File: src/tcb_queue.sv
// tcb_queue: small synchronous fifo used between the console stages
// generic over the item type; no package dependencies
module tcb_queue #(
    parameter type item_t = logic,
    parameter int  DEPTH  = 2
) (
    input  logic  clk,
    input  logic  rst_n,
    input  logic  push,
    input  item_t push_item,
    output logic  full,
    input  logic  pop,
    output item_t head,
    output logic  empty
);
    localparam int PW = $clog2(DEPTH);
    localparam int NW = $clog2(DEPTH + 1);

    item_t          slots[DEPTH];
    logic [PW-1:0]  wr_ptr_reg, wr_ptr_next;
    logic [PW-1:0]  rd_ptr_reg, rd_ptr_next;
    logic [NW-1:0]  count_reg, count_next;
    logic           do_push, do_pop;

    // handshake qualification
    assign full    = (count_reg == NW'(DEPTH));
    assign empty   = (count_reg == '0);
    assign do_push = push & ~full;
    assign do_pop  = pop & ~empty;
    assign head    = slots[rd_ptr_reg];

    // pointer and fill count update
    always_comb
    begin
        wr_ptr_next = do_push ? wr_ptr_reg + PW'(1) : wr_ptr_reg;
        rd_ptr_next = do_pop ? rd_ptr_reg + PW'(1) : rd_ptr_reg;
        count_next  = count_reg;
        if (do_push && !do_pop)
        begin
            count_next = count_reg + NW'(1);
        end
        else if (do_pop && !do_push)
        begin
            count_next = count_reg - NW'(1);
        end
    end

    always_ff @(posedge clk or negedge rst_n)
    begin
        if (!rst_n)
        begin
            wr_ptr_reg <= '0;
            rd_ptr_reg <= '0;
            count_reg  <= '0;
        end
        else
        begin
            wr_ptr_reg <= wr_ptr_next;
            rd_ptr_reg <= rd_ptr_next;
            count_reg  <= count_next;
        end
    end

    // payload storage
    always_ff @(posedge clk)
    begin
        if (do_push)
        begin
            slots[wr_ptr_reg] <= push_item;
        end
    end

endmodule

File: config.mk
export PLATFORM = sky130hd
export DESIGN_NAME = tcb_queue
export DESIGN_NICKNAME = d
export VERILOG_FILES = /design/src/tcb_queue.sv
export SDC_FILE = /design/constraint.sdc
export NUM_CORES = 1
export LEC_CHECK = 0
export ABC_AREA = 1
export ABC_CLOCK_PERIOD_IN_PS = 1400
export BUFFER_PORTS_ARGS = -buffer_cell sky130_fd_sc_hd__buf_2
export CORE_AREA = 2 2 39 41
export DETAILED_ROUTE_END_ITERATION = 10
export DIE_AREA = 0 0 41 43
export GPL_TIMING_DRIVEN = 0
export PLACE_DENSITY = 0.49
export SLEW_MARGIN = 20
export SYNTH_ARGS = -nofsm -noshare
export SYNTH_HDL_FRONTEND = slang
export SYNTH_SLANG_ARGS = --single-unit
export TNS_END_PERCENT = 30
File: constraint.sdc
create_clock -name clk -period 1.4 [get_ports clk]
set_input_delay 0.21 -clock clk [delete_from_list [all_inputs] [get_ports clk]]
set_output_delay 0.21 -clock clk [all_outputs]
set_load 0.02 [all_outputs]
==> flow_summary.json <==
{
  "first_global_vias": 236,
  "die-area_um2": 1760,
  "worst_pin_slew_ns": 0.210,
  "synth.top_cell.area_share": 0.328,
  "antenna_left": 0,
  "area_growth_pct": 41.4,
  "rsz0062_at_grt": "no",
  "cts_buffers": 3,
  "vias": 265,
  "grt_use_met3": 0.0157,
  "worstSetupStartpointType": "flip-flop",
  "crit_start": "count_reg[0]",
  "drive_gt1_frac": 0.340,
  "antenna_found_initial": 0,
  "fin_crit_sh": 0.899,
  "die_x_um": 41,
  "reg2reg_depth": 6,
  "grt_pass1_wl_um": 890,
  "vias_per_cell": 4.02,
  "grt-ovfl-total": 0,
  "drtIter0Drc": 0,
  "num_rows": 14,
  "p_leak_nw": 0.222,
  "place_hpwl_um": 440,
  "grt_usage": 0.0748,
  "dr.pass1.iters": 1,
  "multiInputGateArea_um2": 141,
  "yosysSeqAreaShare": 0.525,
  "n_antenna_cell": 0,
  "grt_use_met2": 0.100,
  "seq_area_um2": 161,
  "crit_end": "count_reg[1]",
  "reg2reg_slack_ns": 0.14,
  "path_clk_slew_ns": 0.05,
  "cp_max_fo": 7,
  "num_io_pins": 8,
  "portBuffers": 7,
  "slew_violations": 0,
  "p_total_uw": 960,
  "wl_per_cell_um": 9.21,
  "finalSetupViolCount": 0,
  "grt_max_degree": 8,
  "hold_path.class": "input pin to flip-flop",
  "h-tree-depth": 1,
  "synthesis.nets": 43,
  "core-area_um2": 1380,
  "critPathKind": "flip-flop to flip-flop",
  "whs_ns": 0.164,
  "slew_headroom": 0.858,
  "cts_tree": "done",
  "busiest_layer": "met2",
  "cts.path.max_buffers": 2,
  "fmax_ghz": 0.795,
  "cts_sinks": 6,
  "critPathCaptureType": "flip-flop",
  "start_util": 0.221,
  "ys_top_cells_by_area": "dfrtp_1 (33%), edfxtp_1 (20%), nand2_1 (15%), inv_1 (9.8%), ha_1 (4.1%)",
  "final_net_count": 57,
  "vdd_ir_drop_max_uv": 663,
  "final_util": 0.312,
  "r2r_start": "count_reg[0]",
  "status": "completed",
  "synth_cell_types": 12,
  "critPathArrivalTime_ns": 1.39,
  "cap_viol_max_count": 0,
  "synth_area_um2": 305,
  "setup_tns_ns": 0,
  "wirelength_um": 608,
  "clk_latency_ns": 0.24,
  "power_density_nw_per_um2": 2220,
  "drc": 0,
  "n_fill_cell": 154,
  "place.gp.congestion": 0.671,
  "cts-root-buf": "clkbuf_4",
  "synthesis.instances": 37,
  "grtUsageMet1": 0.0987,
  "timing.rr.end": "count_reg[1]",
  "synth.avg_cell_area_um2": 8.25,
  "die_h_um": 43,
  "synth_seq_cells": 6,
  "synth_warnings": 0,
  "fin_skew_ns": 0.00433,
  "cp_data_required_time_ns": 1.53,
  "hold_viol_final": 0,
  "netlist.top_cell.by_area": "dfrtp_1",
  "fin_crit_ns": 1.26
}
-- synthesized netlist by cell type --
master,number
dfrtp_1,4
edfxtp_1,2
ha_1,1
inv_1,8
nand2_1,12
nand3_1,1
nand3b_1,1
nand4_1,1
nor2_1,2
nor2_2,2
o21ai_0,2
xnor2_1,1
-- through the flow --
stage | area, um2 | std cells | setup WS, ns
finish | 432 | 66 | 0.142
global route | 432 | 66 | 0.0441
CTS | 402 | 65 | 0.0461
detailed placement | 365 | 60 | -0.0196
global placement | 365 | 60 | -0.0241
floorplan | 310 | 37 | 0.0498
-- cell usage in the layout, fill, tap and decap left out --
master          n
inv_2           1
buf_2           7
nand2_1        12
nand3b_1        1
o21ai_0         1
clkbuf_4        3
o21ai_2         1
xnor2_1         1
clkbuf_1        1
nand3_1         1
ha_4            1
buf_4           1
nor2_1          2
nor2_4          2
edfxtp_1        2
dlygate4sd3_1   1
inv_1           7
dfrtp_2         1
nand4_1         1
dfrtp_1         3
-- how the worst min path moves through the flow --
stage,from,end,cells after the start
detailed placement,rst_n,wr_ptr_reg,1
global route,push_item,slots[1],1
finish,push_item,slots[1],1
CTS,push_item,slots[1],1
global placement,rst_n,rd_ptr_reg,1
floorplan,rst_n,count_reg[0],0
-- critical path, stage by stage, from the launching register on --
cell and delay (ns):
dfrtp_2 0.46, o21ai_2 0.21, ha_4 0.24, inv_1 0.07, nand3_1 0.07, nand2_1 0.06, nand2_1 0.04
-- per-layer routing --
metal	up-vias	wire length [um]
met1	118	274
met4	0	0
met3	0	32
li1	140	-
met5	-	0
met2	7	301
-- power by group --
group	switching, mW	total (mW)	internal, mW
Sequential	0.0810	0.344	0.263
Combinational	0.256	0.446	0.190
Clock	0.0623	0.170	0.108
-- cell families (layout without fill, tap and decap cells) --
kind of cell | Yosys count | in the layout | synth area share
buffers and inverters | 8 | 21 | 0.0984
flip-flops | 6 | 6 | 0.525
adder cells (fa/ha/maj) | 1 | 1 | 0.0410
AND/OR/NAND/NOR | 19 | 19 | 0.275
XOR/XNOR | 1 | 1 | 0.0287
AO/OA/AOI/OAI | 2 | 2 | 0.0328
-- final cells by class --
type / instances / area share
multi-input cells: 23 / 0.328
flip-flops and latches: 6 / 0.374
clock buffers: 4 / 0.0609
inverters: 8 / 0.0696
repair buffers: 9 / 0.122
well taps: 16 / 0.0464
-- timing repair --
action,CTS,global route
endpoints found under the hold margin,4,0
endpoints found under the setup margin,1,1
setup buffers,0,1
hold buffers,1,0
pin swaps,0,1
gates resized for setup,1,5
gates cloned,0,0
(Power assumes the default switching activity.)
